--- config.mk ---
export PLATFORM = sky130hd
export DESIGN_NAME = contextual_token_classifier_top
export DESIGN_NICKNAME = d
export VERILOG_FILES = /design/src/ctc_pkg.sv /design/src/ctc_front.sv /design/src/ctc_queue.sv /design/src/ctc_back.sv /design/src/contextual_token_classifier_top.sv
export SDC_FILE = /design/constraint.sdc
export NUM_CORES = 1
export LEC_CHECK = 0
export ABC_AREA = 1
export BUFFER_PORTS_ARGS = -buffer_cell sky130_fd_sc_hd__clkbuf_2
export CORE_ASPECT_RATIO = 0.75
export CORE_UTILIZATION = 63
export CTS_CLUSTER_SIZE = 20
export DETAILED_ROUTE_END_ITERATION = 7
export GPL_TIMING_DRIVEN = 0
export PLACE_DENSITY = 0.79
export SYNTH_ARGS = -nofsm -noshare
export SYNTH_HDL_FRONTEND = slang
export SYNTH_SLANG_ARGS = --single-unit
--- constraint.sdc ---
create_clock -name clk -period 4.4 [get_ports clk]
set_clock_uncertainty 0.05 [all_clocks]
set_input_delay 1.1 -clock clk [delete_from_list [all_inputs] [get_ports clk]]
set_output_delay 1.1 -clock clk [all_outputs]
set_load 0.05 [all_outputs]
--- src/ctc_pkg.sv ---
// shared types, codes and helpers for the contextual token classifier
package ctc_pkg;

	localparam int GroupDepthDefault = 32;

	// raw token kinds
	localparam logic [3:0] RK_WORD = 4'd0;
	localparam logic [3:0] RK_NUMBER = 4'd1;
	localparam logic [3:0] RK_STRING = 4'd2;
	localparam logic [3:0] RK_SEMI = 4'd3;
	localparam logic [3:0] RK_COLON = 4'd4;
	localparam logic [3:0] RK_EQUAL = 4'd5;
	localparam logic [3:0] RK_COMMA = 4'd6;
	localparam logic [3:0] RK_LPAREN = 4'd7;
	localparam logic [3:0] RK_RPAREN = 4'd8;
	localparam logic [3:0] RK_PLUS = 4'd9;
	localparam logic [3:0] RK_MINUS = 4'd10;
	localparam logic [3:0] RK_BSLASH = 4'd11;
	localparam logic [3:0] RK_DOT = 4'd12;
	localparam logic [3:0] RK_EOL = 4'd13;
	localparam logic [3:0] RK_EOS = 4'd14;
	localparam logic [3:0] RK_UNKNOWN = 4'd15;

	// token classes
	localparam logic [4:0] C_LABEL = 5'd0;
	localparam logic [4:0] C_COLON = 5'd1;
	localparam logic [4:0] C_EOC = 5'd2;
	localparam logic [4:0] C_VAR = 5'd3;
	localparam logic [4:0] C_THEN = 5'd4;
	localparam logic [4:0] C_ELSE = 5'd5;
	localparam logic [4:0] C_WITH = 5'd6;
	localparam logic [4:0] C_KEYWORD = 5'd7;
	localparam logic [4:0] C_WHEN = 5'd8;
	localparam logic [4:0] C_OTHERWISE = 5'd9;
	localparam logic [4:0] C_END = 5'd10;
	localparam logic [4:0] C_NUMBER = 5'd11;
	localparam logic [4:0] C_STRING = 5'd12;
	localparam logic [4:0] C_DOT = 5'd13;
	localparam logic [4:0] C_EQUAL = 5'd14;
	localparam logic [4:0] C_PLUS = 5'd15;
	localparam logic [4:0] C_MINUS = 5'd16;
	localparam logic [4:0] C_NOT = 5'd17;
	localparam logic [4:0] C_OPEN = 5'd18;
	localparam logic [4:0] C_CLOSE = 5'd19;
	localparam logic [4:0] C_COMMA = 5'd20;
	localparam logic [4:0] C_EOS = 5'd21;
	localparam logic [4:0] C_CONCAT = 5'd22;
	localparam logic [4:0] C_BLANK_CONCAT = 5'd23;

	// token roles
	localparam logic [3:0] R_LABEL = 4'd0;
	localparam logic [3:0] R_PUNCT = 4'd1;
	localparam logic [3:0] R_SYN_EOC = 4'd2;
	localparam logic [3:0] R_IDENT = 4'd3;
	localparam logic [3:0] R_KEYWORD = 4'd4;
	localparam logic [3:0] R_END_NAME = 4'd5;
	localparam logic [3:0] R_PARSE_TARGET = 4'd6;
	localparam logic [3:0] R_LITERAL = 4'd7;
	localparam logic [3:0] R_PARSE_DROP = 4'd8;
	localparam logic [3:0] R_OPERATOR = 4'd9;
	localparam logic [3:0] R_EOC = 4'd10;
	localparam logic [3:0] R_EOS = 4'd11;
	localparam logic [3:0] R_CONCAT = 4'd12;

	// keyword codes
	localparam logic [5:0] K_NONE = 6'd0;
	localparam logic [5:0] K_ADDRESS = 6'd1;
	localparam logic [5:0] K_ARG = 6'd2;
	localparam logic [5:0] K_DO = 6'd4;
	localparam logic [5:0] K_IF = 6'd7;
	localparam logic [5:0] K_PARSE = 6'd14;
	localparam logic [5:0] K_PULL = 6'd16;
	localparam logic [5:0] K_SELECT = 6'd21;
	localparam logic [5:0] K_TRACE = 6'd23;
	localparam logic [5:0] K_TO = 6'd24;
	localparam logic [5:0] K_FOREVER = 6'd29;
	localparam logic [5:0] K_UPPER = 6'd30;
	localparam logic [5:0] K_VALUE = 6'd34;
	localparam logic [5:0] K_WITH = 6'd36;
	localparam logic [5:0] K_INPUT = 6'd37;
	localparam logic [5:0] K_REPLACE = 6'd44;
	localparam logic [5:0] K_THEN = 6'd45;
	localparam logic [5:0] K_ELSE = 6'd46;
	localparam logic [5:0] K_WHEN = 6'd47;
	localparam logic [5:0] K_OTHERWISE = 6'd48;
	localparam logic [5:0] K_END = 6'd49;

	// parse sub-modes
	localparam logic [1:0] PS_NONE = 2'd0;
	localparam logic [1:0] PS_HEADER = 2'd1;
	localparam logic [1:0] PS_VALUE = 2'd2;
	localparam logic [1:0] PS_TEMPLATE = 2'd3;

	// one classified token
	typedef struct packed {
		logic [4:0] token_class;
		logic [5:0] keyword_echo;
		logic [3:0] token_role;
		logic is_synthetic;
	} tok_t;

	// everything one input item produces: up to three tokens
	typedef struct packed {
		logic [1:0] count;
		tok_t [2:0] toks;
	} bundle_t;

	function automatic tok_t mk_tok(logic [4:0] c, logic [5:0] e, logic [3:0] r, logic s);
		tok_t t;
		t.token_class = c;
		t.keyword_echo = e;
		t.token_role = r;
		t.is_synthetic = s;
		return t;
	endfunction

	// keyword token, named after the word itself for THEN, ELSE, WITH, WHEN, OTHERWISE and END
	function automatic tok_t named_tok(logic [5:0] k);
		tok_t t;
		case (k)
			K_THEN: t = mk_tok(C_THEN, K_NONE, R_KEYWORD, 1'b0);
			K_ELSE: t = mk_tok(C_ELSE, K_NONE, R_KEYWORD, 1'b0);
			K_WITH: t = mk_tok(C_WITH, K_NONE, R_KEYWORD, 1'b0);
			K_WHEN: t = mk_tok(C_WHEN, K_NONE, R_KEYWORD, 1'b0);
			K_OTHERWISE: t = mk_tok(C_OTHERWISE, K_NONE, R_KEYWORD, 1'b0);
			K_END: t = mk_tok(C_END, K_NONE, R_KEYWORD, 1'b0);
			default: t = mk_tok(C_KEYWORD, k, R_KEYWORD, 1'b0);
		endcase
		return t;
	endfunction

endpackage

--- src/ctc_front.sv ---
// front end: keeps clause context, maps raw tokens to bundles or drops them
module ctc_front import ctc_pkg::*; #(
	parameter int GROUP_DEPTH = GroupDepthDefault
) (
	input logic clk,
	input logic arst_n,
	input logic in_valid,
	output logic in_stall,
	input logic [3:0] raw_kind,
	input logic [5:0] keyword_code,
	input logic space_before,
	input logic next_is_colon,
	input logic next_is_equal,
	output logic bq_valid,
	input logic bq_full,
	output bundle_t bq_data
);

	localparam int DW = $clog2(GROUP_DEPTH + 1);
	localparam int AW = (GROUP_DEPTH > 1) ? $clog2(GROUP_DEPTH) : 1;

	logic at_clause_start_q, in_if_q, in_when_q, in_do_spec_q, operand_pending_q;
	logic after_end_q, address_tail_q, absorb_colon_q;
	logic [7:0] else_cnt_q;
	logic [1:0] parse_state_q;
	logic [DW-1:0] depth_q;
	logic group_kinds_q [GROUP_DEPTH];
	logic top_kind_q;

	logic acc;
	assign in_stall = bq_full;
	assign acc = in_valid && !bq_full;

	// next-state values
	logic n_acs, n_if, n_when, n_dos, n_op, n_aew, n_at, n_abs;
	logic [7:0] n_else;
	logic [1:0] n_ps;
	logic [DW-1:0] n_depth;
	logic push_en, push_kind;
	bundle_t b;

	logic [5:0] k;
	logic sel_open, concat_due, w_done;
	tok_t concat_tok, eoc_tok;

	assign k = (keyword_code > K_END) ? K_NONE : keyword_code;
	assign sel_open = (depth_q != '0) && top_kind_q;
	assign concat_tok = mk_tok(space_before ? C_BLANK_CONCAT : C_CONCAT, K_NONE, R_CONCAT, 1'b1);
	assign eoc_tok = mk_tok(C_EOC, K_NONE, R_SYN_EOC, 1'b1);

	// classification of the current raw token against the context
	always_comb begin
		n_acs = at_clause_start_q; n_if = in_if_q; n_when = in_when_q;
		n_dos = in_do_spec_q; n_op = operand_pending_q; n_aew = after_end_q;
		n_at = address_tail_q; n_abs = 1'b0; n_else = else_cnt_q;
		n_ps = parse_state_q; n_depth = depth_q; push_en = 1'b0; push_kind = 1'b0;
		b = '0;
		concat_due = operand_pending_q && !at_clause_start_q && raw_kind != RK_EOS
			&& raw_kind != RK_SEMI && raw_kind != RK_EOL && raw_kind != RK_RPAREN
			&& raw_kind != RK_COMMA;
		w_done = 1'b0;
		if (raw_kind == RK_UNKNOWN || (absorb_colon_q && raw_kind == RK_COLON)) begin
			n_abs = 1'b0;
		end else begin
			case (raw_kind)
				RK_WORD: begin
					if (at_clause_start_q && next_is_colon) begin
						b.count = 2'd3;
						b.toks[0] = mk_tok(C_LABEL, K_NONE, R_LABEL, 1'b0);
						b.toks[1] = mk_tok(C_COLON, K_NONE, R_PUNCT, 1'b0);
						b.toks[2] = eoc_tok;
						n_abs = 1'b1; n_acs = 1'b1; n_dos = 1'b0; n_ps = PS_NONE;
						n_at = 1'b0; n_op = 1'b0; n_aew = 1'b0;
					end else if ((at_clause_start_q || in_do_spec_q) && next_is_equal) begin
						if (concat_due) begin
							b.count = 2'd2; b.toks[0] = concat_tok;
							b.toks[1] = mk_tok(C_VAR, K_NONE, R_IDENT, 1'b0);
						end else begin
							b.count = 2'd1; b.toks[0] = mk_tok(C_VAR, K_NONE, R_IDENT, 1'b0);
						end
						n_acs = 1'b0; n_op = 1'b0;
					end else if ((in_if_q || in_when_q) && k == K_THEN) begin
						b.count = 2'd3; b.toks[0] = eoc_tok;
						b.toks[1] = mk_tok(C_THEN, K_NONE, R_KEYWORD, 1'b0);
						b.toks[2] = eoc_tok;
						if (in_if_q && else_cnt_q != 8'd255) n_else = else_cnt_q + 8'd1;
						n_if = 1'b0; n_when = 1'b0; n_acs = 1'b1; n_op = 1'b0;
					end else if (k == K_ELSE && else_cnt_q != 8'd0) begin
						b.count = 2'd2;
						b.toks[0] = mk_tok(C_ELSE, K_NONE, R_KEYWORD, 1'b0);
						b.toks[1] = eoc_tok;
						n_else = else_cnt_q - 8'd1; n_acs = 1'b1; n_op = 1'b0;
					end else if (after_end_q) begin
						b.count = 2'd1; b.toks[0] = mk_tok(C_VAR, K_NONE, R_END_NAME, 1'b0);
						n_aew = 1'b0; w_done = 1'b1;
					end else if (parse_state_q == PS_TEMPLATE) begin
						b.count = 2'd1;
						b.toks[0] = mk_tok(C_VAR, K_NONE, R_PARSE_TARGET, 1'b0);
						w_done = 1'b1;
					end else if (parse_state_q == PS_VALUE && k == K_WITH) begin
						b.count = 2'd1; b.toks[0] = mk_tok(C_WITH, K_NONE, R_KEYWORD, 1'b0);
						n_ps = PS_TEMPLATE; w_done = 1'b1;
					end else if (parse_state_q == PS_HEADER && (k == K_ARG || k == K_PULL
							|| (k >= K_UPPER && k <= K_WITH))) begin
						b.count = 2'd1; b.toks[0] = named_tok(k);
						n_ps = (k == K_VALUE) ? PS_VALUE : PS_TEMPLATE; w_done = 1'b1;
					end else if (address_tail_q && (k == K_VALUE || k == K_WITH
							|| (k >= K_INPUT && k <= K_REPLACE))) begin
						b.count = 2'd1; b.toks[0] = named_tok(k); w_done = 1'b1;
					end else if (in_do_spec_q && k >= K_TO && k <= K_FOREVER) begin
						b.count = 2'd1; b.toks[0] = named_tok(k); w_done = 1'b1;
					end else if (at_clause_start_q && sel_open && k == K_WHEN) begin
						b.count = 2'd1; b.toks[0] = mk_tok(C_WHEN, K_NONE, R_KEYWORD, 1'b0);
						n_when = 1'b1; w_done = 1'b1;
					end else if (at_clause_start_q && sel_open && k == K_OTHERWISE) begin
						b.count = 2'd2;
						b.toks[0] = mk_tok(C_OTHERWISE, K_NONE, R_KEYWORD, 1'b0);
						b.toks[1] = eoc_tok; n_op = 1'b0;
					end else if (at_clause_start_q && k >= K_THEN && k <= K_OTHERWISE) begin
						b.toks[0] = named_tok(k);
						b.toks[1] = eoc_tok;
						b.count = (k == K_WHEN) ? 2'd1 : 2'd2;
						n_op = 1'b0;
					end else if (at_clause_start_q && k == K_END) begin
						b.count = 2'd1; b.toks[0] = mk_tok(C_END, K_NONE, R_KEYWORD, 1'b0);
						if (depth_q != '0) n_depth = depth_q - DW'(1);
						n_aew = 1'b1; w_done = 1'b1;
					end else if (at_clause_start_q && k >= K_ADDRESS && k <= K_TRACE) begin
						b.count = 2'd1; b.toks[0] = mk_tok(C_KEYWORD, k, R_KEYWORD, 1'b0);
						if (k == K_IF) n_if = 1'b1;
						if (k == K_DO) begin
							n_dos = 1'b1; push_en = 1'b1; push_kind = 1'b0;
						end
						if (k == K_SELECT) begin
							push_en = 1'b1; push_kind = 1'b1;
						end
						if (k == K_PARSE) n_ps = PS_HEADER;
						if (k == K_ADDRESS) n_at = 1'b1;
						w_done = 1'b1;
					end else begin
						if (concat_due) begin
							b.count = 2'd2; b.toks[0] = concat_tok;
							b.toks[1] = mk_tok(C_VAR, K_NONE, R_IDENT, 1'b0);
						end else begin
							b.count = 2'd1; b.toks[0] = mk_tok(C_VAR, K_NONE, R_IDENT, 1'b0);
						end
						n_acs = 1'b0; n_op = 1'b1;
					end
					if (w_done) begin
						n_acs = 1'b0; n_op = 1'b0;
					end
				end
				RK_NUMBER, RK_STRING: begin
					if (concat_due) begin
						b.count = 2'd2; b.toks[0] = concat_tok;
						b.toks[1] = mk_tok((raw_kind == RK_NUMBER) ? C_NUMBER : C_STRING,
							K_NONE, R_LITERAL, 1'b0);
					end else begin
						b.count = 2'd1;
						b.toks[0] = mk_tok((raw_kind == RK_NUMBER) ? C_NUMBER : C_STRING,
							K_NONE, R_LITERAL, 1'b0);
					end
					n_acs = 1'b0; n_op = 1'b1;
				end
				RK_LPAREN: begin
					if (concat_due) begin
						b.count = 2'd2; b.toks[0] = concat_tok;
						b.toks[1] = mk_tok(C_OPEN, K_NONE, R_PUNCT, 1'b0);
					end else begin
						b.count = 2'd1; b.toks[0] = mk_tok(C_OPEN, K_NONE, R_PUNCT, 1'b0);
					end
					n_acs = 1'b0; n_op = 1'b0;
				end
				RK_RPAREN: begin
					b.count = 2'd1; b.toks[0] = mk_tok(C_CLOSE, K_NONE, R_PUNCT, 1'b0);
					n_acs = 1'b0; n_op = 1'b1;
				end
				RK_SEMI, RK_EOL: begin
					b.count = 2'd1; b.toks[0] = mk_tok(C_EOC, K_NONE, R_EOC, 1'b0);
					n_acs = 1'b1; n_dos = 1'b0; n_ps = PS_NONE; n_at = 1'b0;
					n_op = 1'b0; n_aew = 1'b0;
				end
				RK_EOS: begin
					b.count = 2'd1; b.toks[0] = mk_tok(C_EOS, K_NONE, R_EOS, 1'b0);
					n_acs = 1'b1; n_if = 1'b0; n_when = 1'b0; n_dos = 1'b0; n_op = 1'b0;
					n_aew = 1'b0; n_else = '0; n_ps = PS_NONE; n_at = 1'b0; n_depth = '0;
				end
				default: begin
					// dot and single operators and punctuation
					b.count = 2'd1;
					case (raw_kind)
						RK_DOT: b.toks[0] = mk_tok(C_DOT, K_NONE,
							(parse_state_q == PS_TEMPLATE) ? R_PARSE_DROP : R_PUNCT, 1'b0);
						RK_EQUAL: b.toks[0] = mk_tok(C_EQUAL, K_NONE, R_OPERATOR, 1'b0);
						RK_PLUS: b.toks[0] = mk_tok(C_PLUS, K_NONE, R_OPERATOR, 1'b0);
						RK_MINUS: b.toks[0] = mk_tok(C_MINUS, K_NONE, R_OPERATOR, 1'b0);
						RK_BSLASH: b.toks[0] = mk_tok(C_NOT, K_NONE, R_OPERATOR, 1'b0);
						RK_COMMA: b.toks[0] = mk_tok(C_COMMA, K_NONE, R_PUNCT, 1'b0);
						default: b.toks[0] = mk_tok(C_COLON, K_NONE, R_PUNCT, 1'b0);
					endcase
					n_acs = 1'b0; n_op = 1'b0;
				end
			endcase
		end
		if (push_en && depth_q < DW'(GROUP_DEPTH)) n_depth = depth_q + DW'(1);
		else if (push_en) push_en = 1'b0;
	end

	// context registers
	always_ff @(posedge clk or negedge arst_n) begin
		if (!arst_n) begin
			at_clause_start_q <= 1'b1; in_if_q <= 1'b0; in_when_q <= 1'b0;
			in_do_spec_q <= 1'b0; operand_pending_q <= 1'b0; after_end_q <= 1'b0;
			address_tail_q <= 1'b0; absorb_colon_q <= 1'b0; else_cnt_q <= '0;
			parse_state_q <= PS_NONE; depth_q <= '0; top_kind_q <= 1'b0;
		end else if (acc && raw_kind != RK_UNKNOWN) begin
			at_clause_start_q <= n_acs; in_if_q <= n_if; in_when_q <= n_when;
			in_do_spec_q <= n_dos; operand_pending_q <= n_op; after_end_q <= n_aew;
			address_tail_q <= n_at; absorb_colon_q <= n_abs; else_cnt_q <= n_else;
			parse_state_q <= n_ps; depth_q <= n_depth;
			// kind of the group now on top
			if (push_en) top_kind_q <= push_kind;
			else if (n_depth != '0 && n_depth != depth_q)
				top_kind_q <= group_kinds_q[AW'(n_depth - DW'(1))];
		end
	end

	// group kind stack
	always_ff @(posedge clk) begin
		if (acc && push_en) group_kinds_q[AW'(depth_q)] <= push_kind;
	end

	assign bq_valid = acc && b.count != 2'd0;
	assign bq_data = b;

endmodule

--- src/ctc_queue.sv ---
// short bundle queue between the front end and the token emitter
module ctc_queue import ctc_pkg::*; (
	input logic clk,
	input logic arst_n,
	input logic wr_valid,
	output logic full,
	input bundle_t wr_data,
	output logic rd_valid,
	input logic rd_take,
	output bundle_t rd_data
);

	logic [1:0] wp_q, rp_q;
	logic [2:0] cnt_q;
	bundle_t mem_q [4];

	assign full = cnt_q[2];
	assign rd_valid = cnt_q != 3'd0;
	assign rd_data = mem_q[rp_q];

	// pointers and fill count
	always_ff @(posedge clk or negedge arst_n) begin
		if (!arst_n) begin
			wp_q <= '0; rp_q <= '0; cnt_q <= '0;
		end else begin
			if (wr_valid) wp_q <= wp_q + 2'd1;
			if (rd_take) rp_q <= rp_q + 2'd1;
			cnt_q <= cnt_q + {2'd0, wr_valid} - {2'd0, rd_take};
		end
	end

	// storage
	always_ff @(posedge clk) begin
		if (wr_valid) mem_q[wp_q] <= wr_data;
	end

endmodule

--- src/ctc_back.sv ---
// back end: plays each bundle out as single token transfers
module ctc_back import ctc_pkg::*; (
	input logic clk,
	input logic arst_n,
	input logic bq_valid,
	output logic bq_take,
	input bundle_t bq_data,
	output logic out_valid,
	input logic out_stall,
	output logic [4:0] token_class,
	output logic [5:0] keyword_echo,
	output logic [3:0] token_role,
	output logic is_synthetic,
	output logic last_of_run
);

	logic [1:0] idx_q;
	logic fire, last;
	tok_t t;

	assign t = bq_data.toks[idx_q];
	assign last = (idx_q + 2'd1) == bq_data.count;
	assign out_valid = bq_valid;
	assign fire = bq_valid && !out_stall;
	assign bq_take = fire && last;
	assign token_class = t.token_class;
	assign keyword_echo = t.keyword_echo;
	assign token_role = t.token_role;
	assign is_synthetic = t.is_synthetic;
	assign last_of_run = last;

	// position within the bundle
	always_ff @(posedge clk or negedge arst_n) begin
		if (!arst_n) idx_q <= '0;
		else if (fire) idx_q <= last ? 2'd0 : idx_q + 2'd1;
	end

endmodule

--- src/contextual_token_classifier_top.sv ---
// top level of the contextual token classifier
// One raw token is taken per cycle while the internal four-entry queue has room; it produces
// up to three classified tokens, delivered one per cycle while the receiver does not stall,
// so throughput is set by the output side. Context is updated in the cycle the token is
// taken, so the next token can follow at once.
module contextual_token_classifier_top import ctc_pkg::*; #(
	parameter int GROUP_DEPTH = GroupDepthDefault
) (
	input logic clk,
	input logic arst_n,
	input logic in_valid,
	output logic in_stall,
	input logic [3:0] raw_kind,
	input logic [5:0] keyword_code,
	input logic space_before,
	input logic next_is_colon,
	input logic next_is_equal,
	output logic out_valid,
	input logic out_stall,
	output logic [4:0] token_class,
	output logic [5:0] keyword_echo,
	output logic [3:0] token_role,
	output logic is_synthetic,
	output logic last_of_run
);

	logic f_valid, q_full, q_valid, q_take;
	bundle_t f_data, q_data;

	// classifier front end
	ctc_front #(.GROUP_DEPTH(GROUP_DEPTH)) u_front (
		.clk, .arst_n, .in_valid, .in_stall, .raw_kind, .keyword_code, .space_before,
		.next_is_colon, .next_is_equal,
		.bq_valid(f_valid), .bq_full(q_full), .bq_data(f_data)
	);

	// decoupling queue
	ctc_queue u_queue (
		.clk, .arst_n, .wr_valid(f_valid), .full(q_full), .wr_data(f_data),
		.rd_valid(q_valid), .rd_take(q_take), .rd_data(q_data)
	);

	// token emitter
	ctc_back u_back (
		.clk, .arst_n, .bq_valid(q_valid), .bq_take(q_take), .bq_data(q_data),
		.out_valid, .out_stall, .token_class, .keyword_echo, .token_role,
		.is_synthetic, .last_of_run
	);

endmodule

### Yosys cells after proc, flatten, opt, wreduce, memory -nomap -nowiden

Memories as Yosys holds them, arrays and structs flattened. A register that Yosys moved wholly into a read port is not among the register bits.
Index checks and enable logic that the tools add are counted.

* equality and inequality tests: 96
* add/sub/neg operators: 10
* bitwise gates (word level): 1
* $lt $le $gt $ge: 13
* reductions and logical operators: 71
* muxes and demuxes: 278

Operators by type and width (count)
* two-way mux 16 bit: 26
* case mux 16 bit (6 select lines): 2
* two-way mux 1 bit: 169
* two-way mux 32 bit: 5
* two-way mux 6 bit: 18
* two-way mux 50 bit: 2
* case mux 15 bit (6 select lines): 1
* != test 7 x 3 -> 1 bit, second input constant: 10
* two-way mux 2 bit: 33
* != test 3 x 2 -> 1 bit, second input constant: 22
* AND reduction 18 bit: 3
* case mux 16 bit (3 select lines): 1
* equality test 6 bit, second input constant: 7
* two-way mux 8 bit: 5
* logical AND 1 bit: 36
* binary-select mux 16 bit (select 2 bit): 1
* equality test 4 bit, second input constant: 8
* != test 5 x 2 -> 1 bit, second input constant: 6
* two-way mux 13 bit: 2
* AND reduction 13 bit: 2
* != test 3 x 1 -> 1 bit, second input constant: 7
* less-or-equal comparator 6 bit, second input constant: 3
* != test 9 x 3 -> 1 bit, second input constant: 2
* equality test 4 x 3 -> 1 bit, second input constant: 4
* 55 further kinds: 94

* register bits after elaboration: 33
* bits in writable memories: 232
* output and inout bits: 19
* word-level logic and storage cells: 486
* memories: 2

Memories
* u_queue.mem_q: depth 4, width 50, read ports 1, clocked after memory_dff 0, write ports 1, RTL line ctc_queue.sv:15 `bundle_t mem_q [4];`
* u_front.group_kinds_q: depth 32, width 1, read ports 1, clocked after memory_dff 1, write ports 1, RTL line ctc_front.sv:27 `logic group_kinds_q [GROUP_DEPTH];`

### Depth between registers and ports, before layout

Gate-level depths: netlist (run 1).

* depth after elaboration: 29
* gate-level depth with buffers: 29
* gate-level depth less buffers: 29

### Hierarchy

A second synthesis (run 1) with hierarchy kept.

* cells, all modules: 1803
* area, all modules: 14965.6 sq um

Modules (own cells, without submodules)
* ctc_queue: area each 8768.4 sq um, cells an instance 829, times used 1
* ctc_front: area each 5645.4 sq um, cells an instance 876, times used 1
* ctc_back: area each 551.8 sq um, cells an instance 98, times used 1

### Least setup slack after synthesis (run 1)

OpenSTA, ideal clock, no wires.

* kind: input to register
* start point: in raw_kind[2]
* end point: mem u_queue.mem_q[0][0] in the netlist's numbering, enable pin
* slack: 0.337 ns
* cell stages on the path: 7
* data arrival time: 3.600 ns
* data required time: 3.937 ns
* buffers on the path: 0
* cells stage by stage: nand2_1 > nor2_1 > nor2_1 > clkinv_1 > nor2_1 > inv_1 > nor2_1

* cells in the longest elaborated chain, start to end: 28

Ends and longest elaborated chain
* from (decl): RTL line contextual_token_classifier_top.sv:13 `input logic [3:0] raw_kind,`
* != test 4 bit: RTL line ctc_front.sv:58 `concat_due = operand_pending_q && !at_clause_start_q && raw_kind != RK_EOS`
* logical AND 1 bit: RTL line ctc_front.sv:58
* logical AND 1 bit (3 in a row): RTL line ctc_front.sv:59 `&& raw_kind != RK_SEMI && raw_kind != RK_EOL && raw_kind != RK_RPAREN`
* logical AND 1 bit: RTL line ctc_front.sv:60 `&& raw_kind != RK_COMMA;`
* two-way mux 2 bit
* two-way mux 2 bit: RTL line ctc_front.sv:128 `end else if (at_clause_start_q && k >= K_ADDRESS && k <= K_TRACE) begin`
* two-way mux 2 bit: RTL line ctc_front.sv:124 `end else if (at_clause_start_q && k == K_END) begin`
* two-way mux 2 bit: RTL line ctc_front.sv:119 `end else if (at_clause_start_q && k >= K_THEN && k <= K_OTHERWISE) begin`
* (+10 left out)
* two-way mux 2 bit: RTL line ctc_front.sv:74 `end else if ((at_clause_start_q || in_do_spec_q) && next_is_equal) begin`
* two-way mux 50 bit: RTL line ctc_front.sv:67 `if (at_clause_start_q && next_is_colon) begin`
* case mux 2 bit (2 select lines): RTL line ctc_front.sv:65 `case (raw_kind)`
* two-way mux 50 bit (*): RTL line ctc_front.sv:62 `if (raw_kind == RK_UNKNOWN || (absorb_colon_q && raw_kind == RK_COLON)) begin`
* nonzero test 2 bit (*): RTL line ctc_front.sv:233 `assign bq_valid = acc && b.count != 2'd0;`
* logical AND 1 bit (*): RTL line ctc_front.sv:233
* two-way mux 1 bit (*): RTL line ctc_queue.sv:34 `if (wr_valid) mem_q[wp_q] <= wr_data;`
* two-way mux 1 bit (implied by the code) (*): RTL line ctc_queue.sv:34
* to (decl): RTL line ctc_queue.sv:15

Mark *: on every way between the ends. The rest lies on a longest branch, timed or not.

### Worst setup path in the final report (run 1)

* start point: reg u_queue.rp_q[1]
* end point: out is_synthetic

* cells in the longest elaborated chain, start to end: 3

Ends and longest elaborated chain
* from (decl): RTL line ctc_queue.sv:13 `logic [1:0] wp_q, rp_q;`
* from (signal assigned): RTL line ctc_queue.sv:27 `if (rd_take) rp_q <= rp_q + 2'd1;`
* memory (4 x 50 bit)
* binary-select mux 16 bit (select 2 bit): RTL line ctc_back.sv:21 `assign t = bq_data.toks[idx_q];`
* two-way mux 16 bit (implied by the code): RTL line ctc_back.sv:21
* to (decl): RTL line contextual_token_classifier_top.sv:23 `output logic is_synthetic,`

Every way passes these cells. The select of a mux whose other input is x is not followed.

==> results of run 1 <==
[layout make-up]
type                       instances  area share
sequential                       178       0.463
multi-input combinational        865       0.382
inverter                         145      0.0488
clock buffer                      19      0.0405
tap                              205      0.0229
clock inverter                    13      0.0160
timing repair buffer              35      0.0157
buffer                            31      0.0114
[state kept, by name (all words and copies together), names as in the netlist, 3 cells and up]
register	cells
u_front.depth_q	6
u_front.else_cnt_q	8
u_queue.mem_q	112
u_front.group_kinds_q	32
u_queue.cnt_q	3
[timing repair]
action	CTS	global route
resized for setup	0	6
pin swaps	0	1
hold buffers	0	0
cloned	0	0
setup endpoints to repair	1	1
[cells in the mapped netlist (all sizes together)]
| master | n |
|---|---|
| clkbuf | 25 |
| o21ai | 97 |
| nand4 | 19 |
| a41oi | 1 |
| xnor2 | 8 |
| dfstp | 1 |
| o22a | 1 |
| o22ai | 29 |
| a31oi | 5 |
| o32ai | 1 |
| ha | 17 |
| buf | 7 |
| fa | 2 |
| inv | 137 |
| nor4 | 3 |
| a21o | 1 |
| a32oi | 2 |
| a22oi | 2 |
| nor2 | 203 |
| nor3 | 22 |
| or2 | 1 |
| edfxtp | 144 |
| clkinv | 8 |
| o21bai | 1 |
| a211oi | 3 |
| nand2 | 277 |
| o211ai | 3 |
| nand3 | 94 |
| xor2 | 13 |
| o221ai | 1 |
| nand3b | 11 |
| o31ai | 1 |
| a21oi | 39 |
| a311oi | 2 |
| dfrtp | 33 |
| a22o | 6 |
[power breakdown]
group          total, uW  internal (uW)  switching [uW]
Combinational       3510           1010            2500
Sequential          2280           2120             157
Clock               1620            898             717
Total               7400           4020            3370
[layer usage]
metal / global-route usage / part of all wire / up-vias
met5: 0 / 0 / -
met4: 0.0990 / 0.019 / 0
met3: 0.0463 / 0.092 / 50
met2: 0.522 / 0.45 / 444
met1: 0.474 / 0.44 / 4117
li1: - / - / 4226
[per-stage QoR]
step	power, uW	setup slack, ps
floorplan	4860	337
global placement	5630	-1180
detailed placement	5740	-540
CTS	7350	116
global route	7880	36.6
finish	7400	288
[cells in the final DEF (no fill, tap or decap), types with 6 or more instances in the layout]
cell type,count
o21ai_0,94
nand3_1,92
nand2_1,264
nand3b_1,11
nor3_1,21
a21oi_1,38
xnor2_1,8
dfrtp_1,33
nand4_1,19
clkbuf_2,35
nor2_1,197
clkinv_1,7
o22ai_1,29
xor2_1,13
edfxtp_1,144
inv_1,134
ha_1,16
clkbuf_1,25
a22o_1,6
clkbuf_16,17
nand2_2,11
[critical path: stages, from the launching register on]
cell	delay [ps]
dfrtp_1	370
clkbuf_1	250
inv_1	180
clkbuf_1	430
clkbuf_1	440
o21ai_0	170
o22ai_1	220
nand2_1	90
nand3_1	110
clkbuf_2	270
[final timing paths]
| kind | to | startpoint | slack (ps) | depth (start not counted) |
|---|---|---|---|---|
| max | is_synthetic | u_queue.rp_q[1] | 290 | 9 |
| min | u_queue.cnt_q[2] | u_queue.cnt_q[2] | 440 | 1 |
| max reg2reg | u_front.top_kind_q | u_front.depth_q[1] | 390 | 19 |
| min reg2reg | u_queue.cnt_q[2] | u_queue.cnt_q[2] | 440 | 1 |
| max in group asynchronous | u_queue.rp_q[0] | arst_n | 2980 | 1 |
| min in group asynchronous | u_front.else_cnt_q[5] | arst_n | 740 | 1 |
[cells by family after synthesis]
logic type,synth area share
compound gates,0.110
xor+xnor,0.0183
fa+ha+maj,0.0251
buf+inv,0.0672
flops,0.514
simple gates,0.265
==> metrics.cfg, run 1 <==
[run_status]
outcome = finished, final reports clean

[drt]
drt_iter0_drc = 982
ant_nets = 0
drc = 0
dr_total_vias = 8837
vias_per_cell = 5.93
firstDrtPassIters = 6
drt-total-wl_um = 25800
wire_per_inst_um = 17.3

[synthesis]
ys_ff_latch = 178
syn_inst = 1220
avgSynthCellArea_um2 = 8.25
yosys.area.top_type = edfxtp_1
yosysTopAreaCellShare = 0.430
syn_area_um2 = 10100
ys_types = 48
yosysWarnings = 0
synth_area_leaders = edfxtp_1 (43%), nand2_1 (9.8%), dfrtp_1 (8.2%), nor2_1 (7.5%), inv_1 (5.0%)
syn-num-nets = 1256
ys_seq_area_frac = 0.514

[place]
port_buffers = 35
place_congestion = 0.962
dpl-instance-area_um2 = 10500
dp_hpwl_um = 18100
placed_cells = 1460

[timing]
tightest_slew_ps = 929
slew_headroom = 0.381
clock.fmax_mhz = 243
period_minus_slack_ps = 4110
rsz0062_at_grt = false
setup_viol = 0
whs_ps = 440
tns_ps = 0
fin_crit_sh = 0.935
final_hold_viol_count = 0
maxSlewViolCount = 0

[layout]
final_core_util = 0.725
instances_no_fill = 1491
register_area_um2 = 5180
syn2layout_area_growth_pct = 11.1
num_antenna_cells = 0
final_net_count = 1309
final_layout_size_suffix_gt1_frac = 0.0793
multi_input_area_um2 = 4270
fin_area_um2 = 11200
n_fill_cell = 1188

[die]
rows = 39
dieWidth_um = 148
die_h_um = 111
die_area_um2 = 16500
coreArea_um2 = 15400
initial_utilization = 0.653
ios = 36

[pwr]
p_leak_uw = 0.00483
cellPowerDensity_nw_per_um2 = 662
max-vdd-ir-drop_uv = 393

[setup_path]
critPathArrivalTime_ps = 2960
end_kind = primary output
critPathMaxFanout = 10
cp.required_ps = 3250
crit_type = register to primary output
startpoint_type = register

[cts]
clock_sinks = 178
clockRootBuffer = clkbuf_16
postCtsSetupBuffers = 0
clk_latency_ps = 440
cts.reportedPaths.clkPinSlew_ps = 70
cts_tree = built
numCtsBuffers = 17
cts_htree_levels = 4
ctsLongestPathBuffers = 2

[global_routing]
globalRouteTotalUtil = 0.329
grt_first_pass_wirelength_um = 41900
grt_pass1_vias = 8226
antenna_found_initial = 0
grt_max_degree = 35
grt.overflow.total = 0

[flow_run]
maxCapViolations = 0

[hold_path]
hp-class = register to register

Note: power is estimated with default switching activity, not from simulation.
==> inputs of run 2 (changes only) <==
CAP_MARGIN = 40   (was not set)
CORE_ASPECT_RATIO = 1.5   (was 0.75)
==> run 2 against run 1 <==
Effect of this change: flip-flop and latch count unchanged; cell count is 0.20% higher; maximum frequency fell by 0.96%; sequential power barely moved; critical endpoint unchanged; register-to-register slack worse by 80 ps; largest cell class unchanged.
==> metrics.cfg, run 2 (synthesis results as in run 1) <==
[cts]
ctsLongestPathBuffers = 2
clock_sinks = 178
cts.reportedPaths.clkPinSlew_ps = 90
numCtsBuffers = 17
clockRootBuffer = clkbuf_16
cts_hold_buf = 0
cts_tree = built
clk_latency_ps = 440
cts_htree_levels = 4
postCtsSetupBuffers = 0

[timing]
slew_headroom = 0.391
rsz0062_at_grt = false
whs_ps = 450
fin_crit_sh = 0.944
final_hold_viol_count = 0
setup_ws_ps = 248
clock.fmax_mhz = 241
period_minus_slack_ps = 4150
tightest_slew_ps = 911
setup_viol = 0
maxSlewViolCount = 0

[layout]
final_core_util = 0.725
top_regs = u_queue.mem_q (112), u_front.group_kinds_q (32), u_front.else_cnt_q (8)
final_net_count = 1314
n_fill_cell = 1218
final_cell_mix = nand2_1 (264), nor2_1 (197), edfxtp_1 (144)
syn2layout_area_growth_pct = 12.5
final_layout_size_suffix_gt1_frac = 0.0829
largest_register = u_queue.mem_q
final_common_cell = nand2_1
num_antenna_cells = 0
largest_reg_flops = 112

[drt]
dr_total_vias = 8863
drt_iter0_drc = 688
vias_per_cell = 5.93
firstDrtPassIters = 5
drt-total-wl_um = 26300
drc = 0
ant_nets = 0
wire_per_inst_um = 17.6

[pwr]
max-vdd-ir-drop_uv = 542
cellPowerDensity_nw_per_um2 = 661
p_leak_uw = 0.00489

[place]
port_buffers = 35
dp_slack_ps = -459
dp_hpwl_um = 18900
place_congestion = 0.997

[die]
ios = 36
rows = 56
coreArea_um2 = 15600
dieWidth_um = 105
die_h_um = 157
die_area_um2 = 16500
initial_utilization = 0.644

[setup_path]
cpPeakStageDelay_ps = 420
end_kind = primary output
crit_type = register to primary output
cp.required_ps = 3250
critPathMaxFanout = 10
path_common_cell = clkbuf_1
critPathArrivalTime_ps = 3000
critPathSlowestCell = clkbuf_1
path_cells = clkbuf_1 > inv_1 > clkbuf_1 > clkbuf_1 > o21ai_0 > o22ai_1 > nand2_1 > nand3_1 > clkbuf_2
startpoint_type = register

[flow_run]
maxCapViolations = 0

[global_routing]
use_met3 = 0.0421
grt.overflow.total = 0
grt_first_pass_wirelength_um = 41600
antenna_found_initial = 0
globalRouteTotalUtil = 0.333
met2_usage = 0.622
busiest_layer = met2
grt_max_degree = 33
grt_use_met1 = 0.365
grt_pass1_vias = 8597

[run_status]
outcome = finished, final reports clean

[hold_path]
hp-class = primary input to asynchronous set/reset pin

-- run 2: power breakdown --
group	total (uW)	switching [uW]	leakage (uW)	internal (uW)
combinational	3570	2530	0.00287	1040
sequential	2270	152	0.00170	2110
clock	1640	793	0.000313	847
total	7480	3480	0.00489	4000
-- run 2: final timing paths --
check                      slack [ps]  cells past startpoint                   start                         to
max                               250                      9         u_queue.rp_q[1]               is_synthetic
min                               450                      1                  arst_n      u_front.else_cnt_q[6]
min in group clk                  450                      2  u_front.address_tail_q     u_front.address_tail_q
max reg2reg                       310                     20      u_front.depth_q[1]         u_front.top_kind_q
min reg2reg                       450                      2  u_front.address_tail_q     u_front.address_tail_q
max in group asynchronous        3320                      2                  arst_n  u_front.at_clause_start_q
-- run 2: final cells by class --
type	count	area [um^2]	area share
plain buffers	31	128	0.0113
clock inverters	15	225	0.0199
repair buffers	40	305	0.0270
inverters	145	546	0.0482
well taps	203	254	0.0224
flip-flops and latches	178	5180	0.457
multi-input cells	865	4270	0.377
clock buffers	17	425	0.0376
-- run 2: timing repair --
action                     4_1_cts  5_1_grt
resized for setup                0        6
setup endpoints to repair        1        1
pin swaps                        0        1
-- run 2: per-stage QoR --
step / total power (uW) / std cells / TNS (ps) / instance area [um^2]
CTS: 7440 / 1494 / 0 / 11300
global placement: 5670 / 1458 / -141730 / 10500
detailed placement: 5790 / 1463 / -459 / 10700
floorplan: 4860 / 1220 / 0 / 10100
global route: 7900 / 1494 / 0 / 11300
finish: 7480 / 1494 / 0 / 11300
-- run 2: worst max-delay path, delay by kind of cell, from the launching register on --
family	cells	cell delay [ps]
buf+inv	5	1520
simple gates	2	190
compound gates	2	490
flops	1	370
-- run 2: per-layer routing --
metal	vias to the layer above	part of all wire	wire [um]
met5	-	0	0
met4	0	0.046	1220
met1	4124	0.36	9550
li1	4243	-	-
met2	393	0.53	14000
met3	103	0.058	1540
